## src/rtl/core/four_level_page_walker_assert.svh

```systemverilog
// Assertion macros for the page walker.
`ifndef FOUR_LEVEL_PAGE_WALKER_ASSERT_SVH
`define FOUR_LEVEL_PAGE_WALKER_ASSERT_SVH

`ifndef NO_ASSERTIONS
`define FLPW_ASSERT_SAME(label, ante, cons) \
  label: assert property (@(posedge clk) disable iff (rst) (ante) |-> (cons)) \
    else $error("page walker check failed");
`define FLPW_ASSERT_NEXT(label, ante, cons) \
  label: assert property (@(posedge clk) disable iff (rst) (ante) |=> (cons)) \
    else $error("page walker check failed");
`else
`define FLPW_ASSERT_SAME(label, ante, cons)
`define FLPW_ASSERT_NEXT(label, ante, cons)
`endif

`endif

```

## src/rtl/core/flpw_pkg.sv

```systemverilog
`timescale 1ns / 1ps
package flpw_pkg;

  localparam int PA_W    = 52;
  localparam int VA_W    = 48;
  localparam int ENTRY_W = 64;
  localparam int IDX_W   = 9;

  localparam logic KIND_TRANSLATE = 1'b0;
  localparam logic KIND_RESPONSE  = 1'b1;

  localparam logic RESULT_READ = 1'b0;
  localparam logic RESULT_DONE = 1'b1;

  localparam logic [1:0] LVL_TOP  = 2'd0;
  localparam logic [1:0] LVL_GIG  = 2'd1;
  localparam logic [1:0] LVL_TWOM = 2'd2;
  localparam logic [1:0] LVL_LEAF = 2'd3;

  localparam int PRESENT_POS = 0;
  localparam int LARGE_POS   = 7;

  typedef struct packed {
    logic               kind;
    logic [PA_W-1:0]    table_base;
    logic [VA_W-1:0]    virtual_address;
    logic [ENTRY_W-1:0] entry_value;
  } walk_req_t;

  typedef struct packed {
    logic            result_kind;
    logic [PA_W-1:0] read_address;
    logic [PA_W-1:0] phys_addr;
    logic            fault;
  } walk_rsp_t;

endpackage

```

## src/rtl/core/flpw_chan_if.sv

```systemverilog
`timescale 1ns / 1ps
interface flpw_chan_if #(
  parameter type payload_t = logic
) ();
  logic     valid;
  logic     ready;
  payload_t payload;

  modport source(output valid, output payload, input ready);
  modport sink(input valid, input payload, output ready);
endinterface

```

## src/rtl/core/four_level_page_walker.sv

```systemverilog
// Output: a result reaches rsp in the cycle after its item is accepted when the
//   output register is free; behind a stalled rsp it waits in the skid register.
// Throughput: one item per cycle while the skid register is empty; a two-deep output
//   (register plus skid) keeps req ready while one result waits on a stalled rsp.
// Reset (rst, synchronous): walker idle at the top level, output stage empty.
`timescale 1ns / 1ps
`include "four_level_page_walker_assert.svh"
module four_level_page_walker
  import flpw_pkg::*;
(
  input  logic         clk,
  input  logic         rst,
  flpw_chan_if.sink    req,
  flpw_chan_if.source  rsp
);

  logic            walk_busy, walk_busy_next;
  logic [1:0]      walk_level, walk_level_next;
  logic [VA_W-1:0] held_address, held_address_next;

  logic      out_valid, skid_valid;
  walk_rsp_t out_data, skid_data;

  logic      accept;
  logic      has_result;
  walk_rsp_t res;

  logic [PA_W-1:0]  base_aligned;
  logic [IDX_W-1:0] next_idx;
  logic             present, large_page;

  assign req.ready = !skid_valid;
  assign accept    = req.valid && req.ready;
  assign rsp.valid = out_valid;
  assign rsp.payload = out_data;

  assign base_aligned = {req.payload.table_base[PA_W-1:4], 4'b0};
  assign present      = req.payload.entry_value[PRESENT_POS];
  assign large_page   = req.payload.entry_value[LARGE_POS];

  always_comb begin
    unique case (walk_level)
      LVL_TOP:  next_idx = held_address[38:30];
      LVL_GIG:  next_idx = held_address[29:21];
      LVL_TWOM: next_idx = held_address[20:12];
      default:  next_idx = '0;
    endcase
  end

  always_comb begin
    walk_busy_next    = walk_busy;
    walk_level_next   = walk_level;
    held_address_next = held_address;
    has_result        = 1'b0;
    res               = '0;
    if (req.payload.kind == KIND_TRANSLATE) begin
      if (!walk_busy) begin
        has_result        = 1'b1;
        walk_busy_next    = 1'b1;
        walk_level_next   = LVL_TOP;
        held_address_next = req.payload.virtual_address;
        res.result_kind   = RESULT_READ;
        res.read_address  = base_aligned
                          + {{(PA_W-IDX_W-3){1'b0}}, req.payload.virtual_address[47:39], 3'b0};
      end
    end else if (walk_busy) begin
      has_result      = 1'b1;
      res.result_kind = RESULT_DONE;
      walk_busy_next  = 1'b0;
      walk_level_next = LVL_TOP;
      priority if (!present) begin
        res.fault = 1'b1;
      end else if (walk_level == LVL_LEAF) begin
        if (req.payload.entry_value[PA_W-1:12] == '0) begin
          res.fault = 1'b1;
        end else begin
          res.phys_addr = {req.payload.entry_value[PA_W-1:12], held_address[11:0]};
        end
      end else if (walk_level == LVL_GIG && large_page) begin
        res.phys_addr = {req.payload.entry_value[PA_W-1:30], held_address[29:0]};
      end else if (walk_level == LVL_TWOM && large_page) begin
        res.phys_addr = {req.payload.entry_value[PA_W-1:21], held_address[20:0]};
      end else begin
        res.result_kind   = RESULT_READ;
        walk_busy_next    = 1'b1;
        walk_level_next   = walk_level + 2'd1;
        res.read_address  = {req.payload.entry_value[PA_W-1:12], next_idx, 3'b0};
      end
    end
  end

  always_ff @(posedge clk) begin
    if (rst) begin
      walk_busy    <= 1'b0;
      walk_level   <= LVL_TOP;
      held_address <= '0;
    end else if (accept) begin
      walk_busy    <= walk_busy_next;
      walk_level   <= walk_level_next;
      held_address <= held_address_next;
    end
  end

  always_ff @(posedge clk) begin
    if (rst) begin
      out_valid  <= 1'b0;
      skid_valid <= 1'b0;
    end else if (rsp.ready || !out_valid) begin
      if (skid_valid) begin
        out_valid  <= 1'b1;
        skid_valid <= 1'b0;
      end else begin
        out_valid <= accept && has_result;
      end
    end else if (accept && has_result) begin
      skid_valid <= 1'b1;
    end
  end

  always_ff @(posedge clk) begin
    if (rsp.ready || !out_valid) begin
      if (skid_valid) begin
        out_data <= skid_data;
      end else begin
        out_data <= res;
      end
    end else if (accept && has_result) begin
      skid_data <= res;
    end
  end

  `FLPW_ASSERT_SAME(a_skid_behind_out, skid_valid, out_valid)
  `FLPW_ASSERT_SAME(a_fault_is_done, out_valid && out_data.fault,
                    out_data.result_kind == RESULT_DONE && out_data.phys_addr == '0)
  `FLPW_ASSERT_NEXT(a_start_walk,
                    accept && req.payload.kind == KIND_TRANSLATE && !walk_busy,
                    walk_busy && walk_level == LVL_TOP)
  `FLPW_ASSERT_NEXT(a_leaf_ends,
                    accept && req.payload.kind == KIND_RESPONSE && walk_busy &&
                    walk_level == LVL_LEAF,
                    !walk_busy)

endmodule

```

## src/flat_wrapper.sv

```systemverilog
// flat-port wrapper written by rule: the top's interface ports become plain ports
module four_level_page_walker_flat import flpw_pkg::*;
  (clk, rst, req_valid, req_payload, req_ready, rsp_valid, rsp_payload, rsp_ready);
  flpw_chan_if #(.payload_t(walk_req_t)) req_i ();
  flpw_chan_if #(.payload_t(walk_rsp_t)) rsp_i ();
  input  logic clk;
  input  logic rst;
  input wire logic [$bits(req_i.valid)-1:0] req_valid;
  input wire logic [$bits(req_i.payload)-1:0] req_payload;
  output wire logic [$bits(req_i.ready)-1:0] req_ready;
  output wire logic [$bits(rsp_i.valid)-1:0] rsp_valid;
  output wire logic [$bits(rsp_i.payload)-1:0] rsp_payload;
  input wire logic [$bits(rsp_i.ready)-1:0] rsp_ready;
  assign req_i.valid = req_valid;
  assign req_i.payload = req_payload;
  assign req_ready = req_i.ready;
  assign rsp_valid = rsp_i.valid;
  assign rsp_payload = rsp_i.payload;
  assign rsp_i.ready = rsp_ready;
  four_level_page_walker u_core (.clk(clk), .rst(rst), .req(req_i), .rsp(rsp_i));
endmodule
```

## config.mk

```make
export PLATFORM = sky130hd
export DESIGN_NAME = four_level_page_walker_flat
export DESIGN_NICKNAME = d
export VERILOG_FILES = /design/src/rtl/core/flpw_pkg.sv /design/src/rtl/core/flpw_chan_if.sv /design/src/rtl/core/four_level_page_walker.sv /design/src/flat_wrapper.sv
export VERILOG_INCLUDE_DIRS = /design/src /design/src/rtl/core
export SDC_FILE = /design/constraint.sdc
export NUM_CORES = 1
export LEC_CHECK = 0
export ABC_CLOCK_PERIOD_IN_PS = 8600
export BUFFER_PORTS_ARGS = -buffer_cell sky130_fd_sc_hd__buf_2
export CORE_UTILIZATION = 51
export CTS_BUF_LIST = sky130_fd_sc_hd__clkbuf_8
export CTS_CLUSTER_DIAMETER = 50
export DETAILED_ROUTE_END_ITERATION = 7
export PLACE_DENSITY = 0.87
export SYNTH_ARGS = -nofsm -noshare
export SYNTH_HDL_FRONTEND = slang
export SYNTH_SLANG_ARGS = --single-unit
```

## constraint.sdc

```tcl
create_clock -name clk -period 8.6 [get_ports clk]
set_input_delay 0.43 -clock clk [delete_from_list [all_inputs] [get_ports clk]]
set_output_delay 0.43 -clock clk [all_outputs]
set_load 0.005 [all_outputs]
```

==> metrics.txt, run 1 <==
# TYPE chip_impl_metric gauge
chip_impl_metric{name="cellPowerDensity",unit="mW/mm^2"} 192.8
chip_impl_info{name="synth_top_cell_by_area",value="sky130_fd_sc_hd__edfxtp_1"} 1
chip_impl_metric{name="drt_pass1_iterations",unit=""} 5
chip_impl_metric{name="clk_transition_reported_paths",unit="ns"} 0.06
chip_impl_info{name="run_status",value="completed"} 1
chip_impl_info{name="critical_path.startpoint",value="u_core.walk_level[0]"} 1
chip_impl_metric{name="tritoncts_buffers",unit=""} 41
chip_impl_info{name="yosysMostFrequentCell",value="sky130_fd_sc_hd__edfxtp_1"} 1
chip_impl_metric{name="worst_hold_margin",unit="ns"} 0.1379
chip_impl_metric{name="critPathMaxFanout",unit=""} 22
chip_impl_info{name="synth_common_cells",value="206 x sky130_fd_sc_hd__edfxtp_1, 199 x sky130_fd_sc_hd__nand2_1, 61 x sky130_fd_sc_hd__a21oi_1"} 1
chip_impl_metric{name="number_of_flops_mapped_to_enable_cells_by_yosys",unit=""} 206
chip_impl_info{name="rsz0062_at_grt",value="false"} 1
chip_impl_metric{name="clock_latency",unit="ns"} 0.53
chip_impl_metric{name="finalCritPeriodShare",unit=""} 0.3924
chip_impl_metric{name="synth.top_cell.area_share",unit=""} 0.5258
chip_impl_metric{name="timing.reg2reg.worst_path_depth",unit=""} 6
chip_impl_metric{name="max_cap_violations",unit=""} 0
chip_impl_metric{name="die_y",unit="um"} 153.9
chip_impl_info{name="worstHoldStart",value="req_payload[79]"} 1
chip_impl_metric{name="final-setup-viol-count",unit=""} 0
chip_impl_metric{name="placeableCoreArea",unit="sq mm"} 0.02264
chip_impl_metric{name="area_of_the_die",unit="sq mm"} 0.02368
chip_impl_metric{name="hpwl",unit="um"} 21990
chip_impl_metric{name="dr_total_vias",unit=""} 9420
chip_impl_metric{name="asyncSetResetFlopFracSynth",unit=""} 0
chip_impl_metric{name="ctsHtreeMaxLevel",unit=""} 2
chip_impl_metric{name="critPathRequiredTime",unit="ns"} 8.84
chip_impl_metric{name="portBuffers",unit=""} 247
chip_impl_metric{name="fin_crit",unit="ns"} 3.374
chip_impl_metric{name="remaining_drc_errors",unit=""} 0
chip_impl_metric{name="max-vdd-ir-drop",unit="uV"} 142.7
chip_impl_info{name="timing_worst_setup_path_type",value="flop to flop"} 1
chip_impl_metric{name="holdBufCountCts",unit=""} 0
chip_impl_metric{name="cts_max_path_buffers",unit=""} 3
chip_impl_metric{name="grt_max_degree",unit=""} 89
chip_impl_info{name="synth.top_cells.by_area",value="sky130_fd_sc_hd__edfxtp_1 53%, sky130_fd_sc_hd__dfxtp_1 7.5%, sky130_fd_sc_hd__nand2_1 6.3%"} 1
chip_impl_metric{name="gr-usage-all-layers",unit=""} 0.2701
chip_impl_metric{name="die_w",unit="um"} 153.9
chip_impl_info{name="cts_tree",value="built"} 1
chip_impl_metric{name="post_synth_inst_count",unit=""} 1041
chip_impl_info{name="r2r_end",value="u_core.rsp.payload[16]"} 1
chip_impl_metric{name="grt_pass1_vias",unit=""} 9017
chip_impl_metric{name="ctsResizeCount",unit=""} 0
chip_impl_metric{name="worst_clock_skew",unit="ns"} 0.01195
chip_impl_metric{name="grt-ovfl-total",unit=""} 0
chip_impl_info{name="hold-path-endpoint",value="u_core.held_address[15]"} 1
chip_impl_info{name="yosys_most_used_dff",value="sky130_fd_sc_hd__edfxtp_1"} 1
chip_impl_metric{name="synth.cell_area",unit="sq mm"} 0.01177
chip_impl_metric{name="hold_path_depth",unit=""} 3
chip_impl_metric{name="gp_congestion",unit=""} 0.8830
chip_impl_metric{name="synth.ff_latch_count",unit=""} 250
chip_impl_info{name="clock_tree.root_cell",value="sky130_fd_sc_hd__clkbuf_8"} 1
chip_impl_metric{name="reg2reg_setup_slack",unit="ns"} 5.23
chip_impl_metric{name="worst_slew_margin_rel",unit=""} 0.2829
chip_impl_metric{name="wire_per_inst",unit="um"} 20.13
chip_impl_metric{name="grt_first_pass_wirelength",unit="um"} 49250
chip_impl_metric{name="timing_hold_violations_final",unit=""} 0
chip_impl_metric{name="ant_nets",unit=""} 0
chip_impl_metric{name="detail_route.iter0.violations",unit=""} 722
chip_impl_metric{name="finalMaxSlewViolations",unit=""} 0
chip_impl_metric{name="post_route_cells_drive_above_1_share",unit=""} 0.2948
chip_impl_info{name="timing.critical_path.to_type",value="flop"} 1
chip_impl_metric{name="fin_tns_setup",unit="ns"} 0
chip_impl_metric{name="critical_path.max_stage_delay",unit="ns"} 0.79
chip_impl_metric{name="cp_data_arrival_time",unit="ns"} 3.61
chip_impl_info{name="cpMaxStageDelayCell",value="sky130_fd_sc_hd__dfxtp_1"} 1
chip_impl_metric{name="maxClockFrequency",unit="MHz"} 296.4
chip_impl_metric{name="routed_via_density",unit=""} 5.880
chip_impl_metric{name="wirelength",unit="um"} 32250
chip_impl_metric{name="syn_to_final_growth",unit="%"} 19.61
chip_impl_metric{name="synth.avg_cell_area",unit="sq um"} 11.30
chip_impl_metric{name="finish.net_count",unit=""} 1464
chip_impl_metric{name="initial_core_util",unit=""} 0.5196
chip_impl_metric{name="number_of_distinct_library_cell_variants_in_the_gate_level_netlist_after_synthesis",unit=""} 65
chip_impl_metric{name="transition_time_of_the_tightest_slew_check_pin",unit="ns"} 1.073
chip_impl_metric{name="boundaryPins",unit=""} 277
chip_impl_metric{name="post_cts_setup_buffer_count",unit=""} 0
chip_impl_metric{name="yosys_warnings",unit=""} 0
chip_impl_metric{name="clock_net_sink_count",unit=""} 250
chip_impl_info{name="hold_path_class",value="input pin to flop"} 1
chip_impl_metric{name="rows",unit=""} 55
chip_impl_info{name="start_kind",value="flop"} 1
chip_impl_metric{name="synth.yosys.seq_area_share",unit=""} 0.6007
chip_impl_metric{name="p_leak",unit="nW"} 5.579
chip_impl_metric{name="antenna_found_initial",unit=""} 2
chip_impl_info{name="worst_r2r_startpoint",value="u_core.walk_level[0]"} 1
chip_impl_info{name="critical_path.cell_chain",value="nand2_2 -> nand4b_1 -> nor4_1 -> inv_1 -> nand3_1 -> o31ai_1"} 1
==> placed cells by master (no fill, tap or decap), types with 8 or more instances in the layout <==
master	Yosys	final
sky130_fd_sc_hd__clkbuf_8	0	47
sky130_fd_sc_hd__xor2_1	9	9
sky130_fd_sc_hd__a21oi_1	61	61
sky130_fd_sc_hd__clkinv_1	0	9
sky130_fd_sc_hd__xnor2_1	23	23
sky130_fd_sc_hd__dfxtp_1	44	43
sky130_fd_sc_hd__nor2_1	52	50
sky130_fd_sc_hd__nand4_1	10	10
sky130_fd_sc_hd__buf_2	2	247
sky130_fd_sc_hd__nor4_1	37	37
sky130_fd_sc_hd__edfxtp_1	206	206
sky130_fd_sc_hd__nand2_1	199	199
sky130_fd_sc_hd__mux2i_1	25	25
sky130_fd_sc_hd__and2_1	37	37
sky130_fd_sc_hd__inv_1	14	22
sky130_fd_sc_hd__buf_4	3	14
sky130_fd_sc_hd__o21ai_0	38	38
sky130_fd_sc_hd__and3_1	10	10
sky130_fd_sc_hd__o31ai_1	19	19
sky130_fd_sc_hd__mux2_2	53	53
sky130_fd_sc_hd__o211ai_1	8	8
sky130_fd_sc_hd__o221ai_1	22	22
sky130_fd_sc_hd__ha_1	9	9
sky130_fd_sc_hd__nand3_1	23	23
==> how the worst max path moves through the flow <==
stage               cells after the start                     end  slack [ns]
finish                                  6  u_core.rsp.payload[16]        5.23
global placement                        6  u_core.rsp.payload[16]        5.29
global route                            6  u_core.rsp.payload[29]        5.01
floorplan                               2     u_core.skid_data[0]        0.53
detailed placement                     11  u_core.rsp.payload[83]        5.25
CTS                                     6  u_core.rsp.payload[16]        5.25
==> worst max-delay path: cells and delay by family, from the launching register on <==
| family | cells | cell delay [ns] |
|---|---|---|
| compound gates | 1 | 0.19 |
| buf+inv | 1 | 0.17 |
| flops | 1 | 0.79 |
| simple gates | 4 | 1.92 |
==> flip-flops by register name, indices dropped and copies added, names as in the netlist <==
signal / count
u_core.rsp.payload: 103
u_core.skid_data: 103
u_core.held_address: 39
u_core.walk_level: 2
u_core.rsp.valid: 1
u_core.skid_valid: 1
u_core.walk_busy: 1
==> cell families (layout without fill, tap and decap cells) <==
| kind of cell | count (synthesis) | after routing | synth area share |
|---|---|---|---|
| AND/OR/NAND/NOR | 399 | 399 | 0.1585 |
| flip-flops | 250 | 250 | 0.6007 |
| AO/OA/AOI/OAI | 193 | 193 | 0.1053 |
| multiplexers | 79 | 79 | 0.07327 |
| buffers and inverters | 77 | 350 | 0.02691 |
| XOR/XNOR | 32 | 32 | 0.02382 |
| adder cells (fa/ha/maj) | 10 | 10 | 0.01127 |
| other | 1 | 4 | 0.0003187 |
==> layer usage <==
metal	global-route usage	wire length (um)	part of all wire
met5	0	30	0.00093
met4	0.1114	1118	0.035
met3	0.06764	2998	0.093
met2	0.4439	15330	0.48
met1	0.3414	12780	0.40
==> power breakdown <==
group | internal (mW) | switching, mW | total, mW
registers | 1.37 | 0.0209 | 1.39
logic | 0.106 | 0.157 | 0.263
clock network | 0.590 | 0.471 | 1.06
total | 2.06 | 0.649 | 2.71
==> cell type report <==
class | count | area (sq um)
clock buffers | 47 | 646.9
repair buffers | 261 | 1341
diodes | 1 | 2.502
multi-input cells | 716 | 4407
fillers | 1745 | 8568
well taps | 285 | 356.6
flip-flops and latches | 250 | 7068
inverters | 15 | 56.30
clock inverters | 27 | 193.9
==> per-stage QoR <==
step	util	std cells	total power, mW	cell area (sq um)	setup WS, ns
floorplan	-	1043	1.541	11770	0.5270
global placement	0.5843	1527	1.665	13230	5.290
detailed placement	0.5843	1527	1.674	13230	5.254
CTS	0.6214	1601	2.729	14070	5.253
global route	0.6214	1601	2.805	14070	5.010
finish	0.6216	1602	2.714	14070	5.226
Note: power is estimated with default switching activity, not from simulation.
==> run 2, diff against run 1 <==
--- a/config.mk
+++ b/config.mk
@@ -6,7 +6,7 @@
 export SDC_FILE = /design/constraint.sdc
 export NUM_CORES = 1
 export LEC_CHECK = 0
-export ABC_CLOCK_PERIOD_IN_PS = 8600
+export ABC_CLOCK_PERIOD_IN_PS = 3100
 export BUFFER_PORTS_ARGS = -buffer_cell sky130_fd_sc_hd__buf_2
 export CORE_UTILIZATION = 51
 export CTS_BUF_LIST = sky130_fd_sc_hd__clkbuf_8
==> constraint.sdc (replaced) <==
create_clock -name clk -period 3.1 [get_ports clk]
set_input_delay 0.155 -clock clk [delete_from_list [all_inputs] [get_ports clk]]
set_output_delay 0.155 -clock clk [all_outputs]
set_load 0.005 [all_outputs]
==> metrics.txt, run 2 (synthesized netlist as in run 1, its figures left out) <==
# TYPE chip_impl_metric gauge
chip_impl_metric{name="worst_slew_margin_rel",unit=""} 0.3481
chip_impl_metric{name="portBuffers",unit=""} 247
chip_impl_info{name="hold-path-endpoint",value="u_core.skid_data[77]"} 1
chip_impl_metric{name="critPathRequiredTime",unit="ns"} 3.39
chip_impl_metric{name="grt_first_pass_wirelength",unit="um"} 52320
chip_impl_info{name="r2r_end",value="u_core.rsp.payload[50]"} 1
chip_impl_metric{name="power_frac_comb",unit=""} 0.111
chip_impl_info{name="layout_common_cells",value="247 x sky130_fd_sc_hd__buf_2, 206 x sky130_fd_sc_hd__edfxtp_1, 199 x sky130_fd_sc_hd__nand2_1, 72 x sky130_fd_sc_hd__dlygate4sd3_1, 61 x sky130_fd_sc_hd__a21oi_1"} 1
chip_impl_metric{name="routed_via_density",unit=""} 5.878
chip_impl_info{name="worst_r2r_startpoint",value="u_core.walk_level[1]"} 1
chip_impl_metric{name="transition_time_of_the_tightest_slew_check_pin",unit="ns"} 0.9778
chip_impl_metric{name="ant_nets",unit=""} 0
chip_impl_info{name="final_common_cell",value="sky130_fd_sc_hd__buf_2"} 1
chip_impl_metric{name="dr_total_vias",unit=""} 9922
chip_impl_info{name="cp_common_cell",value="sky130_fd_sc_hd__nor4_1"} 1
chip_impl_metric{name="wire_per_inst",unit="um"} 20.44
chip_impl_info{name="hold_path_class",value="input pin to flop"} 1
chip_impl_metric{name="placeableCoreArea",unit="sq mm"} 0.02264
chip_impl_info{name="cts_tree",value="built"} 1
chip_impl_metric{name="p_seq_frac",unit=""} 0.517
chip_impl_metric{name="clock_latency",unit="ns"} 0.54
chip_impl_metric{name="drt_pass1_iterations",unit=""} 7
chip_impl_info{name="rsz0062_at_grt",value="false"} 1
chip_impl_metric{name="gp_congestion",unit=""} 0.8919
chip_impl_metric{name="cellPowerDensity",unit="mW/mm^2"} 500.6
chip_impl_metric{name="hold_path_depth",unit=""} 3
chip_impl_metric{name="boundaryPins",unit=""} 277
chip_impl_metric{name="antenna_found_initial",unit=""} 0
chip_impl_metric{name="p_leak",unit="nW"} 5.926
chip_impl_info{name="cpMaxStageDelayCell",value="sky130_fd_sc_hd__dlygate4sd3_1"} 1
chip_impl_info{name="timing_worst_setup_path_type",value="input pin to flop"} 1
chip_impl_metric{name="critical_path.max_stage_delay",unit="ns"} 0.54
chip_impl_metric{name="grt-ovfl-total",unit=""} 0
chip_impl_info{name="timing.critical_path.to_type",value="flop"} 1
chip_impl_metric{name="timing.reg2reg.worst_path_depth",unit=""} 7
chip_impl_metric{name="syn_to_final_growth",unit="%"} 26.49
chip_impl_metric{name="cts_max_path_buffers",unit=""} 3
chip_impl_metric{name="grt_max_degree",unit=""} 106
chip_impl_metric{name="setup_ws",unit="ns"} 0.3588
chip_impl_metric{name="wirelength",unit="um"} 34500
chip_impl_metric{name="final_util",unit=""} 0.6573
chip_impl_metric{name="post_route_cells_drive_above_1_share",unit=""} 0.2877
chip_impl_metric{name="finish.net_count",unit=""} 1548
chip_impl_metric{name="rows",unit=""} 55
chip_impl_metric{name="timing_hold_violations_final",unit=""} 0
chip_impl_metric{name="stdcell_count",unit=""} 1688
chip_impl_metric{name="worst_clock_skew",unit="ns"} 0.02524
chip_impl_info{name="start_kind",value="input pin"} 1
chip_impl_metric{name="die_y",unit="um"} 153.9
chip_impl_info{name="critical_path.cell_chain",value="dlygate4sd3_1 -> buf_2 -> nor4_1 -> nand4b_1 -> nor4_1 -> nor2_2 -> buf_4 -> and2_1 -> mux2_2"} 1
chip_impl_metric{name="finalMaxSlewViolations",unit=""} 0
chip_impl_metric{name="hpwl",unit="um"} 22870
chip_impl_metric{name="die_w",unit="um"} 153.9
chip_impl_metric{name="fin_crit",unit="ns"} 2.741
chip_impl_metric{name="initial_core_util",unit=""} 0.5196
chip_impl_metric{name="worst_hold_margin",unit="ns"} 0.02587
chip_impl_metric{name="final.fill_count",unit=""} 1660
chip_impl_metric{name="cp_data_arrival_time",unit="ns"} 3.03
chip_impl_metric{name="tritoncts_buffers",unit=""} 40
chip_impl_info{name="run_status",value="completed"} 1
chip_impl_info{name="clock_tree.root_cell",value="sky130_fd_sc_hd__clkbuf_8"} 1
chip_impl_metric{name="final_area",unit="sq mm"} 0.01488
chip_impl_metric{name="reg2reg_setup_slack",unit="ns"} 0.44
chip_impl_metric{name="fin_tns_setup",unit="ns"} 0
chip_impl_metric{name="pre_cts_ws",unit="ns"} 0.2174
chip_impl_metric{name="finalCritPeriodShare",unit=""} 0.8843
chip_impl_metric{name="max_cap_violations",unit=""} 0
chip_impl_info{name="worstHoldStart",value="req_payload[24]"} 1
chip_impl_metric{name="fraction_of_power_spent_switching_nets",unit=""} 0.2485
chip_impl_metric{name="p_int",unit="mW"} 5.599
chip_impl_metric{name="numPlacedInstances",unit=""} 1540
chip_impl_metric{name="final-setup-viol-count",unit=""} 0
chip_impl_metric{name="area_of_the_die",unit="sq mm"} 0.02368
chip_impl_metric{name="net_switching_power_figure",unit="mW"} 1.852
chip_impl_metric{name="detail_route.iter0.violations",unit=""} 848
chip_impl_metric{name="grt_pass1_vias",unit=""} 9832
chip_impl_metric{name="remaining_drc_errors",unit=""} 0
chip_impl_metric{name="power.clock.fraction",unit=""} 0.372
chip_impl_metric{name="gr-usage-all-layers",unit=""} 0.2888
chip_impl_metric{name="critPathMaxFanout",unit=""} 21
chip_impl_metric{name="clock_net_sink_count",unit=""} 250
chip_impl_metric{name="power",unit="mW"} 7.450
chip_impl_metric{name="maxClockFrequency",unit="MHz"} 364.8
chip_impl_metric{name="ctsHtreeMaxLevel",unit=""} 2
chip_impl_metric{name="max-vdd-ir-drop",unit="uV"} 368.1
chip_impl_metric{name="clk_transition_reported_paths",unit="ns"} 0.06
chip_impl_metric{name="placedInstanceArea",unit="sq mm"} 0.01338
## run 2: layout make-up
cell class | instances | area (sq um) | share of cell area
sequential | 250 | 7069 | 0.4750
inverter | 15 | 56.30 | 0.003783
antenna | 2 | 5.005 | 0.0003363
tap | 285 | 356.6 | 0.02396
clock buffer | 42 | 578.1 | 0.03884
multi-input combinational | 716 | 4407 | 0.2961
timing repair buffer | 346 | 2210 | 0.1485
clock inverter | 32 | 200.2 | 0.01345
## run 2: worst max-delay path by stage
stage               depth (start not counted)  slack [ns]            startpoint                     end
floorplan                                   2       0.008      u_core.rsp.valid     u_core.skid_data[0]
global placement                           10        0.31      req_payload[104]  u_core.rsp.payload[83]
detailed placement                         10        0.22      req_payload[116]  u_core.rsp.payload[83]
CTS                                         9        0.50       req_payload[41]  u_core.rsp.payload[50]
global route                                8        0.29  u_core.walk_level[0]  u_core.rsp.payload[50]
finish                                      9        0.36       req_payload[41]  u_core.rsp.payload[50]
## run 2: what timing repair did
item | 4_1_cts | 5_1_grt
resized for setup | 0 | 0
endpoints found under the hold margin | 86 | 0
setup buffers | 0 | 0
hold buffers | 72 | 0
## run 2: power by group through the flow
stage                     Sequential (mW)  Clock (mW)  Combinational, mW
after floorplan                      3.93           0              0.345
final                                3.85        2.77              0.828
after global routing                 3.86        2.92              0.893
after CTS                            3.85        2.78              0.809
after detailed placement             3.92           0              0.736
after global placement               3.92           0              0.715
## run 2: layer usage
metal  wire [um]  GRT usage  part of all wire  up-vias
met5           0          0                 0        -
met3        3139    0.05073             0.091       92
met4        1252     0.1224             0.036        0
li1            -          -                 -     4529
met1       13290     0.3674              0.39     4693
met2       16810     0.4874              0.49      608
## run 2: worst max-delay path: cells and delay by family
kind / cells / cell delay [ns]
mux: 1 / 0.27
buf+inv: 3 / 0.98
simple gates: 5 / 1.63
==> run 3, diff against run 2 <==
--- a/config.mk
+++ b/config.mk
@@ -12,6 +12,7 @@
 export CTS_BUF_LIST = sky130_fd_sc_hd__clkbuf_8
 export CTS_CLUSTER_DIAMETER = 50
 export DETAILED_ROUTE_END_ITERATION = 7
+export MAX_ROUTING_LAYER = met4
 export PLACE_DENSITY = 0.87
 export SYNTH_ARGS = -nofsm -noshare
 export SYNTH_HDL_FRONTEND = slang
==> metrics.txt, run 3 (synthesized netlist as in run 1, its figures left out) <==
# TYPE chip_impl_metric gauge
chip_impl_metric{name="post_cts_setup_buffer_count",unit=""} 0
chip_impl_metric{name="fin_crit",unit="ns"} 2.699
chip_impl_info{name="cpMaxStageDelayCell",value="sky130_fd_sc_hd__dlygate4sd3_1"} 1
chip_impl_metric{name="wire_per_inst",unit="um"} 20.47
chip_impl_metric{name="rows",unit=""} 55
chip_impl_info{name="hold_path_class",value="input pin to flop"} 1
chip_impl_metric{name="worst_slew_margin_rel",unit=""} 0.3553
chip_impl_metric{name="worst_clock_skew",unit="ns"} 0.02351
chip_impl_metric{name="fin_tns_setup",unit="ns"} 0
chip_impl_info{name="cp_common_cell",value="sky130_fd_sc_hd__nor4_1"} 1
chip_impl_metric{name="area_of_the_die",unit="sq mm"} 0.02368
chip_impl_info{name="worstHoldStart",value="req_payload[164]"} 1
chip_impl_metric{name="boundaryPins",unit=""} 277
chip_impl_metric{name="max-vdd-ir-drop",unit="uV"} 370.4
chip_impl_info{name="timing_worst_setup_path_type",value="input pin to flop"} 1
chip_impl_info{name="critical_path.cell_chain",value="dlygate4sd3_1 -> buf_2 -> nor4_1 -> nand4b_1 -> nor4_1 -> nor2_2 -> buf_4 -> and2_1 -> mux2_2"} 1
chip_impl_metric{name="grt_first_pass_wirelength",unit="um"} 52300
chip_impl_metric{name="tritoncts_buffers",unit=""} 40
chip_impl_info{name="layout_common_cells",value="247 x sky130_fd_sc_hd__buf_2, 206 x sky130_fd_sc_hd__edfxtp_1, 199 x sky130_fd_sc_hd__nand2_1, 72 x sky130_fd_sc_hd__dlygate4sd3_1, 61 x sky130_fd_sc_hd__a21oi_1"} 1
chip_impl_info{name="r2r_end",value="u_core.rsp.payload[50]"} 1
chip_impl_metric{name="final_area",unit="sq mm"} 0.01488
chip_impl_metric{name="ctsResizeCount",unit=""} 0
chip_impl_metric{name="gp_congestion",unit=""} 0.9090
chip_impl_metric{name="ant_nets",unit=""} 0
chip_impl_metric{name="power",unit="mW"} 7.445
chip_impl_metric{name="multi_input_comb_area",unit="sq mm"} 0.004407
chip_impl_metric{name="syn_to_final_growth",unit="%"} 26.49
chip_impl_metric{name="ctsHtreeMaxLevel",unit=""} 2
chip_impl_metric{name="placeableCoreArea",unit="sq mm"} 0.02264
chip_impl_info{name="timing.critical_path.to_type",value="flop"} 1
chip_impl_metric{name="antenna_found_initial",unit=""} 0
chip_impl_metric{name="reg2reg_setup_slack",unit="ns"} 0.45
chip_impl_metric{name="critPathRequiredTime",unit="ns"} 3.38
chip_impl_metric{name="grt_pass1_vias",unit=""} 9822
chip_impl_metric{name="post_route_cells_drive_above_1_share",unit=""} 0.2877
chip_impl_metric{name="placedInstanceArea",unit="sq mm"} 0.01338
chip_impl_metric{name="hpwl",unit="um"} 22870
chip_impl_metric{name="critical_path.max_stage_delay",unit="ns"} 0.54
chip_impl_metric{name="critPathMaxFanout",unit=""} 21
chip_impl_metric{name="drt_pass1_iterations",unit=""} 5
chip_impl_metric{name="clock_latency",unit="ns"} 0.54
chip_impl_metric{name="grt-ovfl-total",unit=""} 0
chip_impl_info{name="critical_path.startpoint",value="req_payload[41]"} 1
chip_impl_metric{name="max_cap_violations",unit=""} 0
chip_impl_metric{name="die_w",unit="um"} 153.9
chip_impl_metric{name="portBuffers",unit=""} 247
chip_impl_info{name="worst_r2r_startpoint",value="u_core.walk_level[1]"} 1
chip_impl_metric{name="finish.net_count",unit=""} 1548
chip_impl_info{name="clock_tree.root_cell",value="sky130_fd_sc_hd__clkbuf_8"} 1
chip_impl_metric{name="cp_data_arrival_time",unit="ns"} 2.98
chip_impl_metric{name="cts_max_path_buffers",unit=""} 3
chip_impl_metric{name="detail_route.iter0.violations",unit=""} 852
chip_impl_info{name="path_delay_family",value="simple AND/OR/NAND/NOR gates"} 1
chip_impl_metric{name="clock_net_sink_count",unit=""} 250
chip_impl_metric{name="finalCritPeriodShare",unit=""} 0.8705
chip_impl_metric{name="dr_total_vias",unit=""} 9898
chip_impl_metric{name="die_y",unit="um"} 153.9
chip_impl_metric{name="final-setup-viol-count",unit=""} 0
chip_impl_metric{name="hold_path_depth",unit=""} 3
chip_impl_metric{name="clk_transition_reported_paths",unit="ns"} 0.06
chip_impl_metric{name="ff_latch_area",unit="sq mm"} 0.007069
chip_impl_metric{name="initial_core_util",unit=""} 0.5196
chip_impl_metric{name="holdBufCountCts",unit=""} 72
chip_impl_info{name="run_status",value="completed"} 1
chip_impl_metric{name="finalMaxSlewViolations",unit=""} 0
chip_impl_metric{name="timing.critical_path.buf_inv",unit=""} 3
chip_impl_metric{name="cellPowerDensity",unit="mW/mm^2"} 500.2
chip_impl_metric{name="routed_via_density",unit=""} 5.864
chip_impl_metric{name="maxClockFrequency",unit="MHz"} 370.6
chip_impl_metric{name="worst_hold_margin",unit="ns"} 0.02887
chip_impl_metric{name="remaining_drc_errors",unit=""} 0
chip_impl_info{name="hold-path-endpoint",value="u_core.walk_level[1]"} 1
chip_impl_metric{name="wirelength",unit="um"} 34560
chip_impl_metric{name="transition_time_of_the_tightest_slew_check_pin",unit="ns"} 0.9670
chip_impl_info{name="cts_tree",value="built"} 1
chip_impl_metric{name="timing.reg2reg.worst_path_depth",unit=""} 7
chip_impl_info{name="start_kind",value="input pin"} 1
chip_impl_info{name="rsz0062_at_grt",value="false"} 1
chip_impl_metric{name="timing_hold_violations_final",unit=""} 0
chip_impl_metric{name="final.fill_count",unit=""} 1660
chip_impl_metric{name="gr-usage-all-layers",unit=""} 0.2976
chip_impl_metric{name="p_leak",unit="nW"} 5.926
chip_impl_metric{name="grt_max_degree",unit=""} 106
chip_impl_info{name="final_common_cell",value="sky130_fd_sc_hd__buf_2"} 1
[run 3: power breakdown]
group | switching (mW) | internal [mW]
clock | 1.32 | 1.44
combinational | 0.465 | 0.364
sequential | 0.0573 | 3.79
[run 3: how the worst max path moves through the flow]
stage / to / slack [ns] / cells after the start
after global placement: u_core.rsp.payload[83] / 0.31 / 10
after detailed placement: u_core.rsp.payload[83] / 0.22 / 10
after global routing: u_core.rsp.payload[50] / 0.29 / 8
final: u_core.rsp.payload[50] / 0.40 / 9
after CTS: u_core.rsp.payload[50] / 0.50 / 9
after floorplan: u_core.skid_data[0] / 0.008 / 2
[run 3: worst reg2reg max path, delay by kind of cell, from the launching register on]
family,cells,cell delay (ns)
buffers and inverters,1,0.34
flip-flops,1,0.60
multiplexers,1,0.16
AO/OA/AOI/OAI,1,0.21
AND/OR/NAND/NOR,4,1.23
[run 3: area by class of cell]
class / count / area share
Clock inverter: 32 / 0.01345
Antenna cell: 2 / 0.0003363
Sequential cell: 250 / 0.4750
Multi-Input combinational cell: 716 / 0.2961
Timing Repair Buffer: 346 / 0.1485
Inverter: 15 / 0.003783
Tap cell: 285 / 0.02396
Clock buffer: 42 / 0.03884
[run 3: per-stage QoR]
stage	std cells	setup WS (ns)	utilization
5_1_grt	1686	0.2933	0.6571
3_3_place_gp	1540	0.3116	0.5909
2_1_floorplan	1043	0.007580	-
6_report	1688	0.4014	0.6573
4_1_cts	1686	0.5010	0.6571
3_5_place_dp	1540	0.2174	0.5909
[run 3: routing by layer]
layer  part of all wire  wire [um]  global-route usage  up-vias
li1                   -          -                   -     4525
met1               0.39      13510              0.3669     4695
met2               0.49      16850              0.4885      592
met3              0.086       2978             0.05045       86
met4              0.035       1221              0.1200        0
met5                  0          0                   -        -
